File: src/hw/rtl/ade_pkg.sv
package ade_pkg;

    localparam int DATA_W        = 32;
    localparam int DEPTH_DEFAULT = 64;
    localparam int QUEUE_DEPTH   = 2;

    localparam logic [2:0] ACT_PUSH_BACK  = 3'd0;
    localparam logic [2:0] ACT_PUSH_FRONT = 3'd1;
    localparam logic [2:0] ACT_POP_FRONT  = 3'd2;
    localparam logic [2:0] ACT_POP_BACK   = 3'd3;
    localparam logic [2:0] ACT_DUMP       = 3'd4;

    localparam logic [1:0] ST_OK        = 2'd0;
    localparam logic [1:0] ST_OVERFLOW  = 2'd1;
    localparam logic [1:0] ST_UNDERFLOW = 2'd2;
    localparam logic [1:0] ST_EMPTY     = 2'd3;

    typedef struct packed {
        logic [2:0]               action;
        logic signed [DATA_W-1:0] value;
    } req_t;

    typedef struct packed {
        logic [1:0]               status;
        logic signed [DATA_W-1:0] element;
        logic                     last;
    } rsp_t;

    typedef enum logic [2:0] {
        OP_PUSH_BACK,
        OP_PUSH_FRONT,
        OP_POP_FRONT,
        OP_POP_BACK,
        OP_DUMP
    } op_t;

    typedef struct packed {
        op_t                      op;
        logic signed [DATA_W-1:0] value;
    } cmd_t;

    typedef enum logic [1:0] {
        BK_IDLE,
        BK_READ,
        BK_EMIT
    } back_state_t;

endpackage

File: src/hw/rtl/ade_front.sv
module ade_front (
    input  logic          clk,
    input  logic          rst_n,
    input  logic          cmd_valid,
    output logic          cmd_stall,
    input  ade_pkg::req_t cmd_data,
    output logic          enq,
    output ade_pkg::cmd_t enq_cmd,
    input  logic          q_full
);
    import ade_pkg::*;

    logic valid_reg;
    logic valid_next;
    cmd_t cmd_reg;
    cmd_t cmd_next;
    logic accept;
    logic code_ok;
    op_t  op_dec;

    always_comb
    begin
        code_ok = 1'b1;
        op_dec  = OP_PUSH_BACK;
        case (cmd_data.action)
            ACT_PUSH_BACK:  op_dec = OP_PUSH_BACK;
            ACT_PUSH_FRONT: op_dec = OP_PUSH_FRONT;
            ACT_POP_FRONT:  op_dec = OP_POP_FRONT;
            ACT_POP_BACK:   op_dec = OP_POP_BACK;
            ACT_DUMP:       op_dec = OP_DUMP;
            default:        code_ok = 1'b0;
        endcase
    end

    assign cmd_stall = valid_reg && q_full;
    assign accept    = cmd_valid && !cmd_stall;
    assign enq       = valid_reg && !q_full;
    assign enq_cmd   = cmd_reg;

    always_comb
    begin
        valid_next = valid_reg && q_full;
        cmd_next   = cmd_reg;
        if (accept)
        begin
            // unused codes are dropped here
            valid_next     = code_ok;
            cmd_next.op    = op_dec;
            cmd_next.value = cmd_data.value;
        end
    end

    always_ff @(posedge clk or negedge rst_n)
    begin
        if (!rst_n)
        begin
            valid_reg <= 1'b0;
        end
        else
        begin
            valid_reg <= valid_next;
        end
    end

    always_ff @(posedge clk)
    begin
        cmd_reg <= cmd_next;
    end

endmodule

File: src/hw/rtl/ade_cmd_queue.sv
module ade_cmd_queue (
    input  logic          clk,
    input  logic          rst_n,
    input  logic          enq,
    input  ade_pkg::cmd_t enq_cmd,
    output logic          full,
    output logic          deq_valid,
    output ade_pkg::cmd_t deq_cmd,
    input  logic          deq
);
    import ade_pkg::*;

    localparam int PTR_W = (QUEUE_DEPTH > 1) ? $clog2(QUEUE_DEPTH) : 1;
    localparam int CNT_W = $clog2(QUEUE_DEPTH + 1);

    cmd_t             entry_reg [QUEUE_DEPTH];
    logic [PTR_W-1:0] wr_ptr_reg;
    logic [PTR_W-1:0] wr_ptr_next;
    logic [PTR_W-1:0] rd_ptr_reg;
    logic [PTR_W-1:0] rd_ptr_next;
    logic [CNT_W-1:0] count_reg;
    logic [CNT_W-1:0] count_next;
    logic             do_enq;
    logic             do_deq;

    assign full      = count_reg == CNT_W'(QUEUE_DEPTH);
    assign deq_valid = count_reg != '0;
    assign deq_cmd   = entry_reg[rd_ptr_reg];
    assign do_enq    = enq && !full;
    assign do_deq    = deq && deq_valid;

    always_comb
    begin
        wr_ptr_next = wr_ptr_reg;
        rd_ptr_next = rd_ptr_reg;
        count_next  = count_reg;
        if (do_enq)
        begin
            wr_ptr_next = (wr_ptr_reg == PTR_W'(QUEUE_DEPTH - 1)) ? '0 : wr_ptr_reg + 1'b1;
        end
        if (do_deq)
        begin
            rd_ptr_next = (rd_ptr_reg == PTR_W'(QUEUE_DEPTH - 1)) ? '0 : rd_ptr_reg + 1'b1;
        end
        if (do_enq && !do_deq)
        begin
            count_next = count_reg + 1'b1;
        end
        else if (do_deq && !do_enq)
        begin
            count_next = count_reg - 1'b1;
        end
    end

    always_ff @(posedge clk or negedge rst_n)
    begin
        if (!rst_n)
        begin
            wr_ptr_reg <= '0;
            rd_ptr_reg <= '0;
            count_reg  <= '0;
        end
        else
        begin
            wr_ptr_reg <= wr_ptr_next;
            rd_ptr_reg <= rd_ptr_next;
            count_reg  <= count_next;
        end
    end

    always_ff @(posedge clk)
    begin
        if (do_enq)
        begin
            entry_reg[wr_ptr_reg] <= enq_cmd;
        end
    end

endmodule

File: src/hw/rtl/ade_back.sv
module ade_back #(
    parameter int DEPTH = ade_pkg::DEPTH_DEFAULT
) (
    input  logic          clk,
    input  logic          rst_n,
    input  logic          q_valid,
    input  ade_pkg::cmd_t q_cmd,
    output logic          q_pop,
    output logic          rsp_valid,
    input  logic          rsp_stall,
    output ade_pkg::rsp_t rsp_data
);
    import ade_pkg::*;

    localparam int IDX_W = $clog2(DEPTH);
    localparam int CNT_W = $clog2(DEPTH + 1);
    localparam logic [CNT_W-1:0] RESET_IDX = CNT_W'(DEPTH / 2 + 1);

    logic signed [DATA_W-1:0] mem [DEPTH];
    logic signed [DATA_W-1:0] rd_data_reg;

    back_state_t      state_reg;
    back_state_t      state_next;
    // head is the first stored slot, tail_end is one past the last
    logic [CNT_W-1:0] head_reg;
    logic [CNT_W-1:0] head_next;
    logic [CNT_W-1:0] tail_end_reg;
    logic [CNT_W-1:0] tail_end_next;
    logic [IDX_W-1:0] ptr_reg;
    logic [IDX_W-1:0] ptr_next;
    logic             out_valid_reg;
    logic             out_valid_next;
    rsp_t             out_reg;
    rsp_t             out_next;

    logic             empty;
    logic             slot_free;
    logic             dump_last;
    logic [CNT_W-1:0] ptr_ext;
    logic             load;
    logic             mem_we;
    logic [IDX_W-1:0] mem_waddr;

    assign empty     = head_reg >= tail_end_reg;
    assign slot_free = !out_valid_reg || !rsp_stall;
    assign ptr_ext   = CNT_W'(ptr_reg) + CNT_W'(1);
    assign dump_last = ptr_ext == tail_end_reg;
    assign rsp_valid = out_valid_reg;
    assign rsp_data  = out_reg;

    always_comb
    begin
        state_next = state_reg;
        case (state_reg)
            BK_IDLE:
            begin
                if (q_valid && slot_free && q_cmd.op == OP_DUMP && !empty)
                begin
                    state_next = BK_READ;
                end
            end
            BK_READ:
            begin
                state_next = BK_EMIT;
            end
            BK_EMIT:
            begin
                if (slot_free)
                begin
                    state_next = dump_last ? BK_IDLE : BK_READ;
                end
            end
            default:
            begin
                state_next = BK_IDLE;
            end
        endcase
    end

    always_comb
    begin
        q_pop          = 1'b0;
        load           = 1'b0;
        out_next       = out_reg;
        mem_we         = 1'b0;
        mem_waddr      = tail_end_reg[IDX_W-1:0];
        head_next      = head_reg;
        tail_end_next  = tail_end_reg;
        ptr_next       = ptr_reg;
        case (state_reg)
            BK_IDLE:
            begin
                if (q_valid && slot_free)
                begin
                    q_pop            = 1'b1;
                    load             = 1'b1;
                    out_next.status  = ST_OK;
                    out_next.element = '0;
                    out_next.last    = 1'b1;
                    case (q_cmd.op)
                        OP_PUSH_BACK:
                        begin
                            if (tail_end_reg == CNT_W'(DEPTH))
                            begin
                                out_next.status = ST_OVERFLOW;
                            end
                            else
                            begin
                                mem_we        = 1'b1;
                                mem_waddr     = tail_end_reg[IDX_W-1:0];
                                tail_end_next = tail_end_reg + 1'b1;
                            end
                        end
                        OP_PUSH_FRONT:
                        begin
                            if (head_reg == '0)
                            begin
                                out_next.status = ST_OVERFLOW;
                            end
                            else
                            begin
                                head_next = head_reg - 1'b1;
                                mem_we    = 1'b1;
                                mem_waddr = head_next[IDX_W-1:0];
                            end
                        end
                        OP_POP_FRONT:
                        begin
                            if (empty)
                            begin
                                out_next.status = ST_UNDERFLOW;
                            end
                            else
                            begin
                                head_next = head_reg + 1'b1;
                            end
                        end
                        OP_POP_BACK:
                        begin
                            if (empty)
                            begin
                                out_next.status = ST_UNDERFLOW;
                            end
                            else
                            begin
                                tail_end_next = tail_end_reg - 1'b1;
                            end
                        end
                        OP_DUMP:
                        begin
                            if (empty)
                            begin
                                out_next.status = ST_EMPTY;
                            end
                            else
                            begin
                                q_pop    = 1'b0;
                                load     = 1'b0;
                                ptr_next = head_reg[IDX_W-1:0];
                            end
                        end
                        default:
                        begin
                            out_next.status = ST_OK;
                        end
                    endcase
                end
            end
            BK_READ:
            begin
                load = 1'b0;
            end
            BK_EMIT:
            begin
                if (slot_free)
                begin
                    load             = 1'b1;
                    out_next.status  = ST_OK;
                    out_next.element = rd_data_reg;
                    out_next.last    = dump_last;
                    if (dump_last)
                    begin
                        q_pop = 1'b1;
                    end
                    else
                    begin
                        ptr_next = ptr_reg + 1'b1;
                    end
                end
            end
            default:
            begin
                load = 1'b0;
            end
        endcase
    end

    assign out_valid_next = load || (out_valid_reg && rsp_stall);

    always_ff @(posedge clk or negedge rst_n)
    begin
        if (!rst_n)
        begin
            state_reg     <= BK_IDLE;
            head_reg      <= RESET_IDX;
            tail_end_reg  <= RESET_IDX;
            ptr_reg       <= '0;
            out_valid_reg <= 1'b0;
        end
        else
        begin
            state_reg     <= state_next;
            head_reg      <= head_next;
            tail_end_reg  <= tail_end_next;
            ptr_reg       <= ptr_next;
            out_valid_reg <= out_valid_next;
        end
    end

    always_ff @(posedge clk)
    begin
        out_reg <= out_next;
    end

    always_ff @(posedge clk)
    begin
        if (mem_we)
        begin
            mem[mem_waddr] <= q_cmd.value;
        end
        rd_data_reg <= mem[ptr_reg];
    end

endmodule

File: src/hw/rtl/array_double_ended_queue.sv
// input to result path: front register, then command queue, then result register
// push and pop: taken in the back-end idle state when the result slot is free, one result per transfer
// dump: starts at the head, then each stored word is read from the store, then loaded into the result register
// input stalls only when the two-entry command queue and the front register are full
// reset (rst_n, async): queue empty, head and tail_end at DEPTH/2+1; store is not cleared
module array_double_ended_queue #(
    parameter int DEPTH = ade_pkg::DEPTH_DEFAULT
) (
    input  logic          clk,
    input  logic          rst_n,
    input  logic          cmd_valid,
    output logic          cmd_stall,
    input  ade_pkg::req_t cmd_data,
    output logic          rsp_valid,
    input  logic          rsp_stall,
    output ade_pkg::rsp_t rsp_data
);
    import ade_pkg::*;

    logic enq;
    cmd_t enq_cmd;
    logic q_full;
    logic q_valid;
    cmd_t q_cmd;
    logic q_pop;

    ade_front u_front (
        .clk       (clk),
        .rst_n     (rst_n),
        .cmd_valid (cmd_valid),
        .cmd_stall (cmd_stall),
        .cmd_data  (cmd_data),
        .enq       (enq),
        .enq_cmd   (enq_cmd),
        .q_full    (q_full)
    );

    ade_cmd_queue u_queue (
        .clk       (clk),
        .rst_n     (rst_n),
        .enq       (enq),
        .enq_cmd   (enq_cmd),
        .full      (q_full),
        .deq_valid (q_valid),
        .deq_cmd   (q_cmd),
        .deq       (q_pop)
    );

    ade_back #(
        .DEPTH (DEPTH)
    ) u_back (
        .clk       (clk),
        .rst_n     (rst_n),
        .q_valid   (q_valid),
        .q_cmd     (q_cmd),
        .q_pop     (q_pop),
        .rsp_valid (rsp_valid),
        .rsp_stall (rsp_stall),
        .rsp_data  (rsp_data)
    );

endmodule

File: config.mk
export PLATFORM = sky130hd
export DESIGN_NAME = array_double_ended_queue
export DESIGN_NICKNAME = d
export VERILOG_FILES = /design/src/hw/rtl/ade_pkg.sv /design/src/hw/rtl/ade_front.sv /design/src/hw/rtl/ade_cmd_queue.sv /design/src/hw/rtl/ade_back.sv /design/src/hw/rtl/array_double_ended_queue.sv
export SDC_FILE = /design/constraint.sdc
export NUM_CORES = 2
export LEC_CHECK = 0
export BUFFER_PORTS_ARGS = -buffer_cell sky130_fd_sc_hd__buf_2
export CORE_UTILIZATION = 55
export CTS_CLUSTER_DIAMETER = 80
export DETAILED_ROUTE_END_ITERATION = 8
export GPL_TIMING_DRIVEN = 0
export PLACE_DENSITY = 0.71
export SETUP_SLACK_MARGIN = 0.15
export SLEW_MARGIN = 20
export SYNTH_ARGS = -nofsm -noshare
export SYNTH_HDL_FRONTEND = slang
export SYNTH_HIERARCHICAL = 1
export SYNTH_SLANG_ARGS = --single-unit
File: constraint.sdc
create_clock -name clk -period 10 [get_ports clk]
set_clock_uncertainty 0.2 [all_clocks]
set_input_delay 1.5 -clock clk [delete_from_list [all_inputs] [get_ports clk]]
set_output_delay 1.5 -clock clk [all_outputs]
set_load 0.05 [all_outputs]
# After elaboration in Yosys (flattened, before gate mapping)
# Memories as Yosys holds them, arrays and structs flattened. A register that Yosys moved wholly into a read port is not among the register bits.
# Index checks and enable logic that the tools add are counted.
dict set report op_classes {
  add_sub_neg 10
  multipliers 0
  div 0
  order_cmp 1
  eq_ne 23
  shift 0
  muxes 52
  n_bitwise 0
  reduce_logical 36
}
# cell count
set ops {}
lappend ops {{$mux W35} 2}
lappend ops {{$pmux W35 S2} 1}
lappend ops {{$mux W6} 9}
lappend ops {{$mux W7} 4}
lappend ops {{$pmux W7 S2} 2}
lappend ops {{$mux W1} 21}
lappend ops {{$add A7 B1 Y7 const B} 2}
lappend ops {{$sub A7 B1 Y7 const B} 2}
lappend ops {{$eq A3 B2 Y1 const B} 4}
lappend ops {{$mux W2} 6}
lappend ops {{$ne A2 B2 Y1 const B} 6}
lappend ops {{$pmux W3 S4} 1}
lappend ops {{$pmux W6 S2} 1}
lappend ops {{$logic_and A1 B1 Y1} 11}
lappend ops {{$reduce_and A5 Y1} 2}
lappend ops {{$reduce_bool A2 Y1} 5}
lappend ops {{$ne A2 B1 Y1 const B} 4}
lappend ops {{$pmux W2 S4} 1}
lappend ops {{$add A6 B1 Y7 const B} 1}
lappend ops {{$eq A7 B7 Y1} 1}
lappend ops {{$eq A7 B7 Y1 const B} 1}
lappend ops {{$ge A7 B7 Y1} 1}
lappend ops {{$logic_not A1 Y1} 7}
lappend ops {{$logic_not A7 Y1} 1}
lappend ops {{other kinds (18)} 26}
dict set report word_totals {
  ff_bits 98
  latchBits 0
  ram_bits 2118
  mem_bits_ro 0
  input_bits 39
  out_inout_bits 37
  wordCells 138
  mem_count 2
}
# name words word_bits read_ports rd_ports_with_merged_regs write_ports line_no
set memory_table {}
lappend memory_table {u_back.mem 64 32 1 1 1 ade_back.sv:19} ;# logic signed [DATA_W-1:0] mem [DEPTH];
lappend memory_table {u_queue.entry_reg 2 35 1 0 1 ade_cmd_queue.sv:16} ;# cmd_t entry_reg [QUEUE_DEPTH];

# Logic depth before layout (Yosys ltp)
dict set report logic_depth {
  ltp_word 9
  ltp_mapped 13
}

# Hierarchy
# The synthesis kept the hierarchy.
# mod n_inst cells_each area_each_um2 seq_area_each_um2
set by_module_without_submodules {}
lappend by_module_without_submodules {ade_back 1 3435 81683.3 63771.2}
lappend by_module_without_submodules {ade_cmd_queue 1 128 2876.5 2202.1}
lappend by_module_without_submodules {ade_front 1 44 1133.6 1076.0}

# Worst setup path after synthesis
# OpenSTA, ideal clock, no wires.
dict set report synth_path {
  path_kind {input -> register}
  startpoint {input rsp_stall}
  endpoint {register u_back.ptr_reg[0]}
  setup_time_ps 135
  arrival_time_ps 5050
  required_ps 9665
  setup_slack_ps 4615
  cell_stages 5
  path_buffers 1
  path_cell_list {a211oi_1 -> a31o_2 -> and2_1 -> clkbuf_1 -> o211ai_1}
}
dict set report synth_between {
  elab_chain_len 5
}
# element line_no
set synth_lines {}
lappend synth_lines {{start, declared} array_double_ended_queue.sv:15} ;# input logic rsp_stall,
lappend synth_lines {{$logic_not A1 Y1 (*)} ade_back.sv:45} ;# assign slot_free = !out_valid_reg || !rsp_stall;
lappend synth_lines {{$logic_or A1 B1 Y1 (*)} ade_back.sv:45}
lappend synth_lines {{$logic_and A1 B1 Y1} ade_back.sv:93} ;# if (q_valid && slot_free)
lappend synth_lines {{$ne A2 B1 Y1 (no line)} n/a}
lappend synth_lines {{$reduce_and A6 Y1 (no line) (*)} n/a}
lappend synth_lines {{end signal, assigned} ade_back.sv:215} ;# ptr_reg <= ptr_next;
lappend synth_lines {{end, declared} ade_back.sv:29} ;# logic [IDX_W-1:0] ptr_reg;
# Mark *: on every way between the ends. The rest lies on a longest branch, timed or not.
# A chain may end at the register's enable or synchronous reset.

==> flow_summary_export.csv <==
group,metric,value,unit
timing,tns,0,ns
placement,hpwlAfterDp,147.4,mm
route,vias,42020,
clock_tree,cts_tree,"yes",
route,totalWireLength,226.9,mm
grt,grt_pass1_wl,315.6,mm
cells_and_area,fin_cells,6236,
die,fp.dieW,396.7,um
route,wl_per_cell,36.38,um
die,std_cell_rows,144,
synthesis,synth_cell_types,67,
timing,fmax,195.2,MHz
clock_tree,clkLatencyLatePin,0.83,ns
clock_tree,cts_sinks,2248,
route,drt_iter0_drc,5663,
worst_setup_path,cp-end-kind,"flop",
synthesis,syn_inst,3607,
cells_and_area,drive_gt1_share,31.19,%
synthesis,syn_nets,3663,
die,initial_core_util,55.50,%
route,drt_pass1_iterations,9,
placement,place_inst,5829,
cells_and_area,largest_reg_flops,2048,
job,max-cap-violations,0,
synthesis,synthArstFlopShare,1.246,%
cells_and_area,utilization,63.61,%
clock_tree,cts_hold_buf,0,
clock_tree,clockBufferDepth,3,
synthesis,synth_seq_area_share,78.24,%
timing,post-route-min-period,5.124,ns
synthesis,synth_warnings,6,
clock_tree,postCtsSetupBuffers,0,
grt,grt_max_degree,65,
route,vias_per_cell,6.738,
timing,hold_viol,0,
clock_tree,clk_pin_slew_worst_paths,0.06,ns
die,top_level_ports,76,
pwr,leakagePower,30.78,nW
worst_setup_path,startpoint_type,"flop",
grt,grt_pass1_vias,41560,
clock_tree,htree_num_levels,4,
grt,grt_antenna_before_repair,7,
clock_tree,root_buffer,"clkbuf_16",
clock_tree,cts_buffers,212,
grt,track_usage,29.27,%
timing,timing.final.crit_share,51.24,%
worst_setup_path,worstPathArrival,5.43,ns
die,die-area,157400,sq um
route,drc,14,
synthesis,netlist_area,85690,sq um
worst_setup_path,path_max_fanout,17,
synthesis,synth-edff-count,2188,
outcome,status,"complete, but fails checks",
synthesis,synth-seq-cells,2248,
timing,tightestPinTransition,1.221,ns
worst_setup_path,cp.required,10.30,ns
timing,relSlewSlack,18.62,%
clock_tree,cts_resized,0,
pwr,irDropWorstVdd,0.0002404,V
synthesis,syn_area_per_cell,23.76,sq um
grt,overflow,0,
cells_and_area,area_delta_synth_final,14.62,%
timing,finalSetupViolCount,0,
placement,place_congestion,0.8918,
synthesis,synthFlopType,"edfxtp_1",
placement,numPortBuffers,75,
die,core_area,154400,sq um
route,route.antenna.remaining_nets,0,
outcome,violations,"design-rule violations",
timing,rsz0062_at_grt,"false",
die,fp.dieH,396.7,um
min_path,hold_path_class,"flop to flop",
worst_setup_path,criticalPathCategory,"flop to flop",
cells_and_area,fillCellCount,9738,
pwr,cellPowerDensity,295.4,nW/um^2
timing,maxSlewViolCount,0,
cells_and_area,nets,4057,
## cells in the mapped netlist, types with 24 or more instances
| master | count | area (sq um) |
|---|---|---|
| edfxtp_1 | 2188 | 65700 |
| mux4_2 | 625 | 14080 |
| clkbuf_1 | 97 | 364.1 |
| nor2_1 | 87 | 326.6 |
| buf_2 | 56 | 280.3 |
| nand2_1 | 53 | 198.9 |
| a22oi_1 | 45 | 337.8 |
| and2_1 | 34 | 212.7 |
| o22ai_1 | 33 | 206.5 |
| dfxtp_1 | 32 | 640.6 |
| mux2_4 | 29 | 435.4 |
| a21oi_1 | 27 | 135.1 |
| dfrtp_1 | 24 | 600.6 |
## cell type report
class / instances / area, sq um / area share (%)
Antenna cell: 8 / 20.02 / 0.02038
Tap cell: 2044 / 2557 / 2.604
Sequential cell: 2248 / 67050 / 68.26
Clock buffer: 290 / 5836 / 5.941
Buffer: 184 / 915.9 / 0.9325
Inverter: 18 / 67.56 / 0.06879
Clock inverter: 107 / 830.8 / 0.8458
Timing Repair Buffer: 180 / 2743 / 2.792
Multi-Input combinational cell: 1157 / 18200 / 18.53
## logic make-up after synthesis
kind of cell               Yosys count  share of synthesized area, %
buffers and inverters              202                         1.133
xor gates and xnor gates            28                        0.3037
adders and majority gates           17                        0.2570
and+or+nand+nor                    262                         1.508
muxes                              675                         17.19
DFF                               2248                         78.24
AOI/OAI and AO/OA                  175                         1.365
## metal layers
layer	global-route usage, %	routed length [um]
met1	39.99	81480
met2	45.26	106800
met3	7.426	27370
met4	12.58	11210
met5	0	63
## cells in the final DEF, fill, tap and decap left out, drive strengths merged, types with 33 or more instances in the layout
cell type  count
edfxtp      2188
mux4         625
clkbuf       387
buf          267
nor2          88
clkinv        86
nand2         54
a22oi         45
mux2          36
and2          35
o22ai         33
## power by group
part	leakage [nW]	switching [W]	total [W]	internal, W
combinational	7.18	0.00606	0.00931	0.00324
sequential	20.3	0.000150	0.0120	0.0118
clock	3.25	0.00339	0.00772	0.00433
total	30.8	0.00960	0.0290	0.0194
## per-stage QoR
| step | power, W | cell area, sq um | hold slack, ns | setup WS (ns) |
|---|---|---|---|---|
| after floorplan | 0.01763 | 85690 | 0.2215 | 4.615 |
| after global placement | 0.02096 | 88630 | 0.2241 | 0.7820 |
| after detailed placement | 0.02129 | 91500 | 0.2328 | 4.448 |
| after CTS | 0.02894 | 98170 | 0.2465 | 4.897 |
| after global routing | 0.02972 | 98200 | 0.2526 | 4.742 |
| final | 0.02901 | 98220 | 0.2474 | 4.876 |
## critical path, stage by stage, from the launching register on
cell and delay, ns:
dfrtp_1 0.37, buf_6 0.17, buf_12 0.18, mux2_4 0.21, buf_2 0.21, nand2b_1 0.15, a211oi_2 0.46, a21oi_1 0.16
nor3_1 0.60, nand3_1 0.84, nor2_4 0.92, buf_12 0.28
## final timing paths
| check | from | to | slack (ns) | depth (start not counted) |
|---|---|---|---|---|
| max | u_queue/rd_ptr_reg$_DFFE_PN0P_ | u_back/mem[27][0]$_DFFE_PP_ | 4.88 | 11 |
| min | u_front/enq_cmd[2]$_DFFE_PP_ | u_queue/entry_reg[1][2]$_DFFE_PP_ | 0.25 | 0 |
| max reg2reg | u_queue/rd_ptr_reg$_DFFE_PN0P_ | u_back/mem[27][0]$_DFFE_PP_ | 4.88 | 11 |
| min reg2reg | u_front/enq_cmd[2]$_DFFE_PP_ | u_queue/entry_reg[1][2]$_DFFE_PP_ | 0.25 | 0 |
| max in group asynchronous | rst_n | u_back/head_reg[3]$_DFFE_PN0P_ | 8.56 | 1 |
| min in group asynchronous | rst_n | u_front/valid_reg$_DFF_PN0_ | 0.53 | 1 |
Note: power is estimated with default switching activity, not from simulation.
